===== config.mk =====
export PLATFORM = sky130hd
export DESIGN_NAME = wavosc_queue
export DESIGN_NICKNAME = d
export VERILOG_FILES = /design/src/hw/rtl/wavosc_pkg.sv /design/src/hw/rtl/wavosc_queue.sv
export SDC_FILE = /design/constraint.sdc
export NUM_CORES = 1
export LEC_CHECK = 0
export BUFFER_PORTS_ARGS = -buffer_cell sky130_fd_sc_hd__buf_2
export CAP_MARGIN = 10
export CORE_ASPECT_RATIO = 0.75
export CORE_MARGIN = 5
export CORE_UTILIZATION = 32
export DETAILED_ROUTE_END_ITERATION = 7
export GPL_TIMING_DRIVEN = 0
export PLACE_DENSITY_LB_ADDON = 0.08
export SYNTH_ARGS = -nofsm -noshare
export SYNTH_HDL_FRONTEND = slang
export SYNTH_SLANG_ARGS = --single-unit

===== constraint.sdc =====
create_clock -name i_clk -period 6.85 [get_ports i_clk]
set_input_delay 0.685 -clock i_clk [delete_from_list [all_inputs] [get_ports i_clk]]
set_output_delay 0.685 -clock i_clk [all_outputs]
set_load 0.05 [all_outputs]

===== src/hw/rtl/wavosc_pkg.sv =====
// Types and constants shared by the wavetable oscillator modules.
package wavosc_pkg;

    localparam int SAMPLE_W    = 16;
    localparam int PHASE_W     = 32;
    localparam int POS_W       = 14;
    localparam int LAST_W      = 6;
    localparam int FRAC_W      = 8;
    localparam int SFRAC_W     = 16;
    localparam int LOAD_WAVE_W = 6;
    localparam int LOAD_IDX_W  = 11;
    localparam int CFG_IDX_W   = 3;
    localparam int CFG_DATA_W  = 32;

    // Command fields are sized for the largest table the design supports.
    localparam int CMD_WAVE_W  = 8;
    localparam int CMD_IDX_W   = 13;

    localparam int QUEUE_DEPTH = 4;
    localparam int QPTR_W      = 2;
    localparam int QCNT_W      = 3;

    localparam logic [PHASE_W-1:0] PHASE_INC_RESET = 32'd42949673;

    localparam logic MODE_LOAD = 1'b0;
    localparam logic MODE_TICK = 1'b1;

    typedef enum logic [CFG_IDX_W-1:0] {
        CFG_PHASE_INC = 3'd0,
        CFG_WAVE_POS  = 3'd1,
        CFG_LAST_WAVE = 3'd2,
        CFG_SMOOTH    = 3'd3,
        CFG_MORPH     = 3'd4
    } t_cfg_idx;

    typedef enum logic {
        OP_WRITE = 1'b0,
        OP_TICK  = 1'b1
    } t_cmd_op;

    typedef struct packed {
        t_cmd_op                      op;
        logic [CMD_WAVE_W-1:0]        wave0;
        logic [CMD_WAVE_W-1:0]        wave1;
        logic [CMD_IDX_W-1:0]         index0;
        logic [CMD_IDX_W-1:0]         index1;
        logic [FRAC_W-1:0]            wfrac;
        logic [SFRAC_W-1:0]           sfrac;
        logic signed [SAMPLE_W-1:0]   value;
    } t_cmd;

endpackage


===== src/hw/rtl/wavosc_queue.sv =====
// Small command queue between the front and back halves of the oscillator.
module wavosc_queue (
    input  logic              i_clk,
    input  logic              i_rst_n,
    input  logic              i_push,
    input  wavosc_pkg::t_cmd  i_push_cmd,
    output logic              o_full,
    input  logic              i_pop,
    output logic              o_empty,
    output wavosc_pkg::t_cmd  o_head
);
    import wavosc_pkg::*;

    t_cmd              r_mem [QUEUE_DEPTH];
    logic [QPTR_W-1:0] r_wr_ptr;
    logic [QPTR_W-1:0] r_rd_ptr;
    logic [QCNT_W-1:0] r_count;
    logic [QCNT_W-1:0] n_count;

    assign o_full  = (r_count == QCNT_W'(QUEUE_DEPTH));
    assign o_empty = (r_count == '0);
    assign o_head  = r_mem[r_rd_ptr];

    always_comb begin
        n_count = r_count;
        if (i_push && !i_pop) begin
            n_count = r_count + 1'b1;
        end else if (i_pop && !i_push) begin
            n_count = r_count - 1'b1;
        end
    end

    always_ff @(posedge i_clk) begin
        if (!i_rst_n) begin
            r_wr_ptr <= '0;
            r_rd_ptr <= '0;
            r_count  <= '0;
        end else begin
            if (i_push) begin
                r_wr_ptr <= r_wr_ptr + 1'b1;
            end
            if (i_pop) begin
                r_rd_ptr <= r_rd_ptr + 1'b1;
            end
            r_count <= n_count;
        end
    end

    always_ff @(posedge i_clk) begin
        if (i_push) begin
            r_mem[r_wr_ptr] <= i_push_cmd;
        end
    end

endmodule


==> results.md <==
* Gpl congestion at between 0.6 and 0.7
* CP required at 6.16 ns
* Vias at about 5,500
* Global route overflow at 0
* Most common cell after layout, fill and taps aside: edfxtp_1
* Clock Tree Buf Depth at 3
* Synth Area in XOR/XNOR at 0.003525
* Area contributors post-synth: edfxtp_1, mux4_2, dfxtp_1, buf_6, ha_1
* Reg clk slew, reported paths at ~0.060 ns
* Crit path cell chain: buf_2, buf_2, mux4_2, buf_2
* Post-synthesis cell area at around 12,000 um2
* Post-synthesis cell count at 476
* Leak at 5.082 nW
* Dpl hpwl at around 15,000 um
* Main combinational cell family by area after synthesis: multiplexers
* Final min period at 2.798 ns
* Sequential area share after synthesis at 0.8170
* Drt wl/cell at ~20 um
* Post-route ant nets at 0
* Fin Setup TNS at 0 ns
* 1st-pass router iterations at 4
* Most frequent cells in the layout: edfxtp_1, buf_2, mux4_2
* CP max stage delay at roughly 0.38 ns
* Via density per instance at 4.515
* Cts hold-fix bufs at 0
* Hold Fails Final Rpt at 0
* Part of the cycle the worst path needs at 0.4085
* Pwr dens at between 300 and 400 nW/um2
* Post-CTS sizing at 0
* Antenna violations before repair at 3
* Buffers on Ports at roughly 170
* Die X at 237.5 um
* Die extent in y at between 150 and 200 um
* Simple-gate portion of the synthesized area at 0.007352
* Syn Nets at 569
* Largest net degree at the start of global routing at 46
* Mux cell area share after synthesis at 0.1521
* CTS tree: done
* Dpl cell area at 14,040 um2
* Primary FF master, synth: edfxtp_1
* Slew Limit Fails at 0
* Global router's overall resource usage at 0.1157
* CP endpoint kind: output pin
* Cells on Worst Hold Path at 1
* Count of final setup violators at 0
* Post-synth top area cell: edfxtp_1
* Critical path class: flip-flop to output pin
* RSZ-0062 raised after global routing: false
* Row cnt at 62
* Post-synth EDFFs at 332
* Initial DRC count at 213
* Worst Slack Setup Final at 4.052 ns
* Reg2reg end: r_mem[3][8]
* H-tree levels at 2
* Post-synthesis adder-cell area fraction at 0.006647
* Reg-to-reg critical path startpoint: r_wr_ptr[0]
* # DRC at 0
* Max VDD drop at around 180 uV
* TritonCTS Buffers at 37
* Area grow syn2layout at 21.99%
* Post-synthesis compound-gate area fraction at 0.001007
* Setup repair bufs after CTS at 0
* Relative max-transition margin at 0.5164
* Io pins at roughly 170
* CTS root buf: clkbuf_16
* Core area at 38,320 um2
* Unique cell type count in the Yosys netlist at 20
* Vias in the first global route at 6,250
* Nets at roughly 780
* Post-route cell area at 15,150 um2
* Final Util at 0.3955
* Fmax at 0.3574 GHz
* Status: finished clean
* #FFs+latches synth at between 300 and 400
* Die area at ~43,000 um2
* Worst setup SP type: flip-flop
* Setup Skew at between 0.01 and 0.015 ns
* Reg2Reg Setup Slack at 4.94 ns
* Post-synth top area share at 0.8025
* Worst reg2reg path depth at 3
* Share of cells above drive strength 1 at 0.4581
* First-pass GRT wire length at about 38,000 um
* CP arrival at 2.11 ns
* Asr flop ratio synth at 0
* Crit Path Max Fanout at 10
* Hold Path Class: primary input to flip-flop
* Synth warnings at 0
* CP max-delay cell: mux4_2
* Max-cap viol count at 0
* Final wirelength at 24,830 um
* Hold EP: r_mem[2][69]
* Clock Latency Late Sink at just over 0.5 ns
* Clk sink count at 341
* Post-Place Setup Slack at 4.508 ns
* Starting Density at 0.3242
* Antenna cells at 0
* Hold path startpoint: i_push_cmd[69]
* Slew of the pin with the lowest slew margin at about 0.73 ns
* Most frequent CP cell: buf_2
* Syn_area_per_cell at approximately 26 um2
==> power breakdown <==
| group | internal (mW) | switching (mW) |
|---|---|---|
| clock network | 1.07 | 0.754 |
| logic | 0.212 | 0.486 |
| registers | 2.40 | 0.0223 |
| total | 3.68 | 1.26 |
==> cell type report <==
| cell class | count | area [um2] |
|---|---|---|
| clock inverters | 17 | 105.1 |
| fillers | 3450 | 23170 |
| repair buffers | 175 | 965.9 |
| clock buffers | 48 | 1010 |
| plain buffers | 18 | 138.9 |
| multi-input cells | 113 | 2130 |
| well taps | 512 | 640.6 |
| flip-flops and latches | 341 | 10150 |
| inverters | 4 | 15.01 |
==> synth_stat cells, types with 2 or more instances <==
cell type	count
edfxtp_1	332
mux4_2	83
and2_1	9
buf_2	9
dfxtp_1	9
buf_6	8
ha_1	5
inv_1	4
xor2_1	3
mux2i_1	2
nor2b_1	2
xnor2_1	2
==> critical path, delay by kind of cell (launching register included) <==
family	cells	cell delay, ns
buf+inv	3	0.90
flops	1	0.32
mux	1	0.38
==> worst max path at each step <==
stage	to	cells past startpoint	slack [ns]
floorplan	r_mem[0][0]	1	3.78
global placement	r_mem[1][67]	2	1.80
detailed placement	o_head[34]	4	4.51
CTS	o_head[60]	4	3.94
global route	o_head[60]	4	3.87
finish	o_head[60]	4	4.05
==> cells by family (layout without fill, tap and decap cells) <==
| logic type | Yosys count | in the layout |
|---|---|---|
| AND/OR/NAND/NOR | 15 | 15 |
| buffers and inverters | 22 | 262 |
| flip-flops | 341 | 341 |
| AO/OA/AOI/OAI | 2 | 2 |
| multiplexers | 85 | 85 |
| adder cells (fa/ha/maj) | 6 | 6 |
| XOR/XNOR | 5 | 5 |
==> sequential cells by signal, summed over array words and instances (netlist names), named ones only <==
signal,count
r_mem,332
r_count,3
r_wr_ptr,2
r_rd_ptr,2
==> per-stage QoR <==
step	total power [mW]	std cells	hold slack (ns)
6_report	4.945	1228	0.3764
5_1_grt	5.156	1228	0.3421
4_1_cts	5.038	1228	0.3394
3_5_place_dp	3.179	1163	0.5201
3_3_place_gp	3.169	1159	0.4877
2_1_floorplan	2.976	476	0.4724
==> metal layers <==
| layer | vias to the layer above | track usage | wire length, um |
|---|---|---|---|
| li1 | 2470 | - | - |
| met1 | 2887 | 0.1459 | 10290 |
| met2 | 132 | 0.1941 | 12410 |
| met3 | 49 | 0.03611 | 1578 |
| met4 | 6 | 0.03323 | 525 |
| met5 | - | 0 | 26 |
Note: power is estimated with default switching activity, not from simulation.
