==> config.mk <==
export PLATFORM = sky130hd
export DESIGN_NAME = wavosc_front_flat
export DESIGN_NICKNAME = d
export VERILOG_FILES = /design/src/hw/rtl/wavosc_pkg.sv /design/src/hw/rtl/wavosc_if.sv /design/src/hw/rtl/wavosc_front.sv /design/src/flat_wrapper.sv
export SDC_FILE = /design/constraint.sdc
export NUM_CORES = 1
export LEC_CHECK = 0
export BUFFER_PORTS_ARGS = -buffer_cell sky130_fd_sc_hd__buf_2
export CAP_MARGIN = 20
export CORE_AREA = 5 5 132 134
export CTS_BUF_LIST = sky130_fd_sc_hd__clkbuf_4 sky130_fd_sc_hd__clkbuf_8 sky130_fd_sc_hd__clkbuf_16
export DETAILED_ROUTE_END_ITERATION = 6
export DIE_AREA = 0 0 137 139
export PLACE_DENSITY = 0.69
export SYNTH_ARGS = -nofsm -noshare
export SYNTH_HDL_FRONTEND = slang
export SYNTH_SLANG_ARGS = --single-unit
==> constraint.sdc <==
create_clock -name i_clk -period 10.9 [get_ports i_clk]
set_input_delay 0.545 -clock i_clk [delete_from_list [all_inputs] [get_ports i_clk]]
set_output_delay 0.545 -clock i_clk [all_outputs]
set_load 0.05 [all_outputs]
==> src/hw/rtl/wavosc_pkg.sv <==
// Types and constants shared by the wavetable oscillator modules.
package wavosc_pkg;

    localparam int SAMPLE_W    = 16;
    localparam int PHASE_W     = 32;
    localparam int POS_W       = 14;
    localparam int LAST_W      = 6;
    localparam int FRAC_W      = 8;
    localparam int SFRAC_W     = 16;
    localparam int LOAD_WAVE_W = 6;
    localparam int LOAD_IDX_W  = 11;
    localparam int CFG_IDX_W   = 3;
    localparam int CFG_DATA_W  = 32;

    // Command fields are sized for the largest table the design supports.
    localparam int CMD_WAVE_W  = 8;
    localparam int CMD_IDX_W   = 13;

    localparam int QUEUE_DEPTH = 4;
    localparam int QPTR_W      = 2;
    localparam int QCNT_W      = 3;

    localparam logic [PHASE_W-1:0] PHASE_INC_RESET = 32'd42949673;

    localparam logic MODE_LOAD = 1'b0;
    localparam logic MODE_TICK = 1'b1;

    typedef enum logic [CFG_IDX_W-1:0] {
        CFG_PHASE_INC = 3'd0,
        CFG_WAVE_POS  = 3'd1,
        CFG_LAST_WAVE = 3'd2,
        CFG_SMOOTH    = 3'd3,
        CFG_MORPH     = 3'd4
    } t_cfg_idx;

    typedef enum logic {
        OP_WRITE = 1'b0,
        OP_TICK  = 1'b1
    } t_cmd_op;

    typedef struct packed {
        t_cmd_op                      op;
        logic [CMD_WAVE_W-1:0]        wave0;
        logic [CMD_WAVE_W-1:0]        wave1;
        logic [CMD_IDX_W-1:0]         index0;
        logic [CMD_IDX_W-1:0]         index1;
        logic [FRAC_W-1:0]            wfrac;
        logic [SFRAC_W-1:0]           sfrac;
        logic signed [SAMPLE_W-1:0]   value;
    } t_cmd;

endpackage

==> src/hw/rtl/wavosc_if.sv <==
// Handshake interfaces for the input and result channels of the oscillator.
interface wavosc_in_if;
    import wavosc_pkg::*;

    logic                         valid;
    logic                         ready;
    logic                         mode;
    logic [LOAD_WAVE_W-1:0]       load_wave;
    logic [LOAD_IDX_W-1:0]        load_index;
    logic signed [SAMPLE_W-1:0]   load_value;

    modport source (output valid, output mode, output load_wave, output load_index,
                    output load_value, input ready);
    modport sink   (input valid, input mode, input load_wave, input load_index,
                    input load_value, output ready);
endinterface


==> src/hw/rtl/wavosc_front.sv <==
// Front half: configuration registers, phase accumulator and command building.
module wavosc_front #(
    parameter int TABLE_LENGTH = 2048,
    parameter int TABLE_WAVES  = 64
) (
    input  logic                              i_clk,
    input  logic                              i_rst_n,
    input  logic                              i_cfg_we,
    input  logic [wavosc_pkg::CFG_IDX_W-1:0]  i_cfg_idx,
    input  logic [wavosc_pkg::CFG_DATA_W-1:0] i_cfg_data,
    wavosc_in_if.sink                         i_in,
    output logic                              o_push,
    output wavosc_pkg::t_cmd                  o_push_cmd,
    input  logic                              i_q_full
);
    import wavosc_pkg::*;

    localparam int IDX_W  = $clog2(TABLE_LENGTH);
    localparam int PROD_W = PHASE_W + IDX_W + 1;
    localparam logic [CMD_WAVE_W-1:0] MAX_WAVE = CMD_WAVE_W'(TABLE_WAVES - 1);

    // Configuration registers
    logic [PHASE_W-1:0]   r_phase_inc;
    logic [POS_W-1:0]     r_wave_pos;
    logic [LAST_W-1:0]    r_last_wave;
    logic                 r_smooth;
    logic                 r_morph;
    logic [PHASE_W-1:0]   r_phase;

    // Holding stage for one accepted transaction
    logic                       r_hold_valid;
    logic                       r_hold_mode;
    logic [LOAD_WAVE_W-1:0]     r_hold_wave;
    logic [LOAD_IDX_W-1:0]      r_hold_index;
    logic signed [SAMPLE_W-1:0] r_hold_value;
    logic [PHASE_W-1:0]         r_hold_phase;

    logic                       accept;
    logic                       in_range;
    logic                       drop;
    logic                       hold_done;

    logic [PROD_W-1:0]          prod;
    logic [IDX_W-1:0]           idx;
    logic [IDX_W:0]             idx_inc;
    logic [IDX_W-1:0]           nxt;
    logic [SFRAC_W-1:0]         sf;
    logic [CMD_WAVE_W-1:0]      last_ext;
    logic [CMD_WAVE_W-1:0]      lw;
    logic [CMD_WAVE_W-1:0]      wi;
    logic [FRAC_W-1:0]          wf;
    logic                       morph;
    t_cmd                       cmd;

    assign in_range  = (32'(r_hold_wave) < 32'(TABLE_WAVES)) &&
                       (32'(r_hold_index) < 32'(TABLE_LENGTH));
    assign drop      = (r_hold_mode == MODE_LOAD) && !in_range;
    assign hold_done = r_hold_valid && (drop || !i_q_full);
    assign i_in.ready = !r_hold_valid || hold_done;
    assign accept    = i_in.valid && i_in.ready;
    assign o_push    = r_hold_valid && !drop && !i_q_full;
    assign o_push_cmd = cmd;

    // Sample index and fraction from the phase, waveform select from position.
    always_comb begin
        prod    = PROD_W'(r_hold_phase) * PROD_W'(TABLE_LENGTH);
        idx     = prod[PHASE_W +: IDX_W];
        sf      = prod[PHASE_W-1 -: SFRAC_W];
        idx_inc = {1'b0, idx} + 1'b1;
        nxt     = (idx_inc >= (IDX_W+1)'(TABLE_LENGTH)) ? '0 : idx_inc[IDX_W-1:0];

        last_ext = CMD_WAVE_W'(r_last_wave);
        lw       = (last_ext > MAX_WAVE) ? MAX_WAVE : last_ext;
        if ((CMD_WAVE_W+FRAC_W)'(r_wave_pos) > {lw, {FRAC_W{1'b0}}}) begin
            wi = lw;
            wf = '0;
        end else begin
            wi = CMD_WAVE_W'(r_wave_pos[POS_W-1:FRAC_W]);
            wf = r_wave_pos[FRAC_W-1:0];
        end
        morph = r_morph && (wi < lw);

        cmd = '0;
        if (r_hold_mode == MODE_TICK) begin
            cmd.op     = OP_TICK;
            cmd.wave0  = wi;
            cmd.wave1  = morph ? (wi + 1'b1) : wi;
            cmd.index0 = CMD_IDX_W'(idx);
            cmd.index1 = r_smooth ? CMD_IDX_W'(nxt) : CMD_IDX_W'(idx);
            cmd.wfrac  = wf;
            cmd.sfrac  = sf;
        end else begin
            cmd.op     = OP_WRITE;
            cmd.wave0  = CMD_WAVE_W'(r_hold_wave);
            cmd.index0 = CMD_IDX_W'(r_hold_index);
            cmd.value  = r_hold_value;
        end
    end

    always_ff @(posedge i_clk) begin
        if (!i_rst_n) begin
            r_phase_inc  <= PHASE_INC_RESET;
            r_wave_pos   <= '0;
            r_last_wave  <= '0;
            r_smooth     <= 1'b0;
            r_morph      <= 1'b0;
            r_phase      <= '0;
            r_hold_valid <= 1'b0;
        end else begin
            if (i_cfg_we) begin
                unique case (i_cfg_idx)
                    CFG_PHASE_INC: r_phase_inc <= i_cfg_data[PHASE_W-1:0];
                    CFG_WAVE_POS:  r_wave_pos  <= i_cfg_data[POS_W-1:0];
                    CFG_LAST_WAVE: r_last_wave <= i_cfg_data[LAST_W-1:0];
                    CFG_SMOOTH:    r_smooth    <= i_cfg_data[0];
                    CFG_MORPH:     r_morph     <= i_cfg_data[0];
                    default: begin
                    end
                endcase
            end
            if (accept) begin
                r_hold_valid <= 1'b1;
                if (i_in.mode == MODE_TICK) begin
                    r_phase <= r_phase + r_phase_inc;
                end
            end else if (hold_done) begin
                r_hold_valid <= 1'b0;
            end
        end
    end

    always_ff @(posedge i_clk) begin
        if (accept) begin
            r_hold_mode  <= i_in.mode;
            r_hold_wave  <= i_in.load_wave;
            r_hold_index <= i_in.load_index;
            r_hold_value <= i_in.load_value;
            r_hold_phase <= r_phase;
        end
    end

endmodule

==> src/flat_wrapper.sv <==
// flat-port wrapper written by rule: the top's interface ports become plain ports
module wavosc_front_flat import wavosc_pkg::*;
#(
    parameter int TABLE_LENGTH = 2048,
    parameter int TABLE_WAVES  = 64
)
  (i_clk, i_rst_n, i_cfg_we, i_cfg_idx, i_cfg_data, o_push, o_push_cmd, i_q_full, i_in_valid, i_in_mode, i_in_load_wave, i_in_load_index, i_in_load_value, i_in_ready);
  wavosc_in_if i_in_i ();
  input  logic i_clk;
  input  logic i_rst_n;
  input  logic i_cfg_we;
  input  logic [wavosc_pkg::CFG_IDX_W-1:0] i_cfg_idx;
  input  logic [wavosc_pkg::CFG_DATA_W-1:0] i_cfg_data;
  output logic o_push;
  output wavosc_pkg::t_cmd o_push_cmd;
  input  logic i_q_full;
  input wire logic [$bits(i_in_i.valid)-1:0] i_in_valid;
  input wire logic [$bits(i_in_i.mode)-1:0] i_in_mode;
  input wire logic [$bits(i_in_i.load_wave)-1:0] i_in_load_wave;
  input wire logic [$bits(i_in_i.load_index)-1:0] i_in_load_index;
  input wire logic [$bits(i_in_i.load_value)-1:0] i_in_load_value;
  output wire logic [$bits(i_in_i.ready)-1:0] i_in_ready;
  assign i_in_i.valid = i_in_valid;
  assign i_in_i.mode = i_in_mode;
  assign i_in_i.load_wave = i_in_load_wave;
  assign i_in_i.load_index = i_in_load_index;
  assign i_in_i.load_value = i_in_load_value;
  assign i_in_ready = i_in_i.ready;
  wavosc_front #(.TABLE_LENGTH(TABLE_LENGTH), .TABLE_WAVES(TABLE_WAVES)) u_core (.i_clk(i_clk), .i_rst_n(i_rst_n), .i_cfg_we(i_cfg_we), .i_cfg_idx(i_cfg_idx), .i_cfg_data(i_cfg_data), .i_in(i_in_i), .o_push(o_push), .o_push_cmd(o_push_cmd), .i_q_full(i_q_full));
endmodule
==> reports/qor.csv <==
stage;metric;value;unit
status;status;finished clean;
clocking;path_clk_slew;0.06;ns
sta;post-route-period-util;0.5031;
power_and_ir_drop;p_leak;0.003987;uW
die;die_area;19040;um2
die;initial_core_util;0.4834;
synthesis;synth_sequential_area_ratio;0.4571;
synthesis;synth_edf_count;61;
sta;slew_headroom;0.3837;
finish;finish.net_count;1100;
synthesis;ys_types;62;
detailed_routing;drt-met1-wl;8471;um
clocking;clkLatencyLatePin;0.42;ns
worst_hold_path;hold_class;in2reg;
setup_path;crit_type;reg2out;
detailed_routing;viasPerCell;5.160;
placed_design;hpwl;14010;um
finish;n_fill_cell;1486;
sta;tightest_slew;0.9211;ns
setup_path;endpoint;o_push_cmd[70];
finish;syn2layout_area_growth;18.87;%
grt;antenna_found_initial;0;
synthesis;synth_top_area_frac;0.2343;
setup_path;startpoint;u_core.r_last_wave[4];
clocking;cts_max_level;4;
setup_path;worstRegToRegCells;12;
grt;grt_pass1_wl;30800;um
synthesis;async_flop_share;0;
synthesis;syn_inst;845;
clocking;numCtsBuffers;17;
synthesis;yosys-top-cells-count;nand2_1, a21oi_1, dfxtp_1, edfxtp_1, nor2_1;
setup_path;crit_path_max_fanout;12;
die;rows;47;
detailed_routing;routed.top_layer;met4;
grt;overflow;0;
synthesis;syn_avg_cell_area;9.251;um2
clocking;cts_resized;0;
detailed_routing;dr.first_iter.drc_count;302;
detailed_routing;postRouteAntennaNets;0;
synthesis;ys_top_cells_by_area;edfxtp_1, dfxtp_1, nand2_1;
detailed_routing;post-route-drc-count;0;
clocking;cts_tree;yes;
setup_path;reg2reg_to;u_core.r_phase[30];
detailed_routing;vias;6264;
clocking;clockBufferDepth;2;
sta;final.setup_skew;0.01108;ns
sta;finalSetupViolCount;0;
synthesis;ys_ff_latch;148;
placed_design;port_buffers;151;
setup_path;cp.required;10.36;ns
power_and_ir_drop;power;1412;uW
detailed_routing;dr_wl_met3;893;um
sta;finalSetupTns;0;ns
clocking;cts_sinks;148;
run;drv_cap;0;
finish;diodes;0;
setup_path;critPathArrivalTime;4.94;ns
sta;finalHoldViolCount;0;
setup_path;r2r_start;u_core.r_phase[0];
sta;rsz0062_at_grt;no;
clocking;post_cts_buffers;0;
clocking;root_buffer;clkbuf_16;
power_and_ir_drop;peakVddDrop;0.0001049;V
detailed_routing;wl_met2;9335;um
detailed_routing;wl_per_cell;15.73;um
synthesis;synthFlopType;dfxtp_1;
power_and_ir_drop;p_per_area;151.9;nW/um2
sta;timing.fmax;182.4;MHz
grt;grt_usage;0.2041;
die;die_w;137;um
setup_path;critPathCaptureType;output port;
clocking;ctsHoldBuffers;0;
placed_design;gp_congestion;0.8589;
finish;drive_gt1_frac;0.2233;
detailed_routing;firstDrtPassIters;4;
die;pin_count;159;
synthesis;synth_area;7817;um2
detailed_routing;routed_wl;19100;um
synthesis;yosysMostFrequentCell;nand2_1;
die;die_h;139;um
grt;grt_pass1_vias;6016;
setup_path;cp-start-kind;flop;
grt;grt_start_max_net_pins;70;
setup_path;rrSetupSlack;7.98;ns
synthesis;yosys_warnings;0;
sta;min_period;5.484;ns
die;core_area;16170;um2
sta;drv_slew;0;
synthesis;synth_top_cell_by_area;edfxtp_1;
## cells by family (layout without fill, tap and decap cells)
| logic type | after synthesis | count (layout) | synth area share |
|---|---|---|---|
| compound gates | 171 | 171 | 0.1405 |
| other cells | 1 | 7 | 0.0004797 |
| simple gates | 347 | 347 | 0.2116 |
| flops | 148 | 148 | 0.4571 |
| fa+ha+maj | 45 | 45 | 0.07298 |
| xor+xnor | 36 | 36 | 0.04033 |
| buf+inv | 67 | 210 | 0.03649 |
| mux | 30 | 30 | 0.04049 |
## worst max-delay path, cell delays in order (launching register included)
cell and delay (ns):
dfxtp_1 0.38, inv_1 0.09, ha_1 0.30, nand4_1 0.14, a21oi_1 0.19, a211oi_2 0.09, nor2_1 0.72, mux2i_1 0.43
inv_1 0.13, ha_1 0.30, a21oi_1 0.15, nor2b_1 0.06, o21ai_0 0.14, nand2b_1 0.11, a221oi_4 0.39, nand2_1 0.16
nor3_2 0.21, xnor2_1 0.13, and2_1 0.13, buf_2 0.26
## sequential cells by signal, summed over array words and instances, names as in the netlist
name                 cells
u_core.r_hold_valid      1
u_core.r_phase_inc      32
u_core.r_smooth          1
u_core.r_hold_mode       1
u_core.r_morph           1
u_core.r_wave_pos       14
u_core.r_hold_phase     27
u_core.r_hold_wave       6
u_core.r_phase          32
u_core.r_last_wave       6
u_core.r_hold_value     16
u_core.r_hold_index     11
## worst min path at each step
stage	from	end	depth (start not counted)
3_3_place_gp	u_core.r_phase[31]	u_core.r_hold_phase[31]	0
3_5_place_dp	u_core.r_phase[31]	u_core.r_hold_phase[31]	0
4_1_cts	i_in_load_value[15]	u_core.r_hold_value[15]	1
5_1_grt	i_in_load_value[4]	u_core.r_hold_value[4]	1
2_1_floorplan	u_core.r_phase[31]	u_core.r_hold_phase[31]	0
6_report	i_in_load_index[2]	u_core.r_hold_index[2]	1
## layer usage
metal  global-route usage  vias up
li1                     -     3216
met3              0.03701       32
met1               0.2602     2876
met4              0.07983        0
met2               0.3411      140
met5                    0        -
## layout by cell type, fill, tap and decap left out, types with 3 or more instances in the layout
cell type	synthesis	routed
a211oi_1	5	5
a21o_1	13	13
a21oi_1	91	91
a31o_2	3	3
a31oi_1	5	5
and2_1	35	34
and3_1	9	9
buf_2	3	151
buf_4	8	7
clkbuf_16	0	18
clkinv_2	0	4
clkinvlp_4	0	3
conb_1	1	7
dfxtp_1	87	87
edfxtp_1	61	61
ha_1	44	44
inv_1	19	19
mux2_2	13	13
mux2i_1	17	17
nand2_1	155	155
nand2b_1	6	6
nand3_1	35	35
nand4_1	9	9
nor2_1	48	48
nor2b_1	25	25
nor3_1	4	4
o211ai_1	6	6
o21a_1	6	6
o21ai_0	16	16
o21ai_1	4	4
o21bai_1	3	3
o31a_1	3	3
or3_1	3	3
xnor2_1	21	21
xor2_1	15	15
## layout make-up
type	instances	area [um2]	share of cell area
Tap cell	220	275.3	0.02962
Clock inverter	11	98.84	0.01064
Timing Repair Buffer	158	808.3	0.08698
Sequential cell	148	3573	0.3845
Inverter	20	75.07	0.008079
Multi-Input combinational cell	636	3983	0.4286
Clock buffer	21	479.2	0.05157
## power breakdown
group	total, uW	switching [uW]	internal (uW)
logic	227	154	72.5
clock network	566	227	339
registers	619	14.7	605
total	1410	396	1020
## per-stage QoR
step	utilization	instances	instance area (um2)	hold slack [ns]	setup WS (ns)
after floorplan	-	851	7840	0.4213	6.382
after global placement	0.5389	1182	8715	0.4332	5.889
after detailed placement	0.5389	1182	8715	0.4419	5.824
after CTS	0.5746	1214	9293	0.2773	5.369
after global routing	0.5746	1214	9293	0.2756	4.970
final	0.5746	1214	9293	0.3013	5.416
Note: power is estimated with default switching activity, not from simulation.
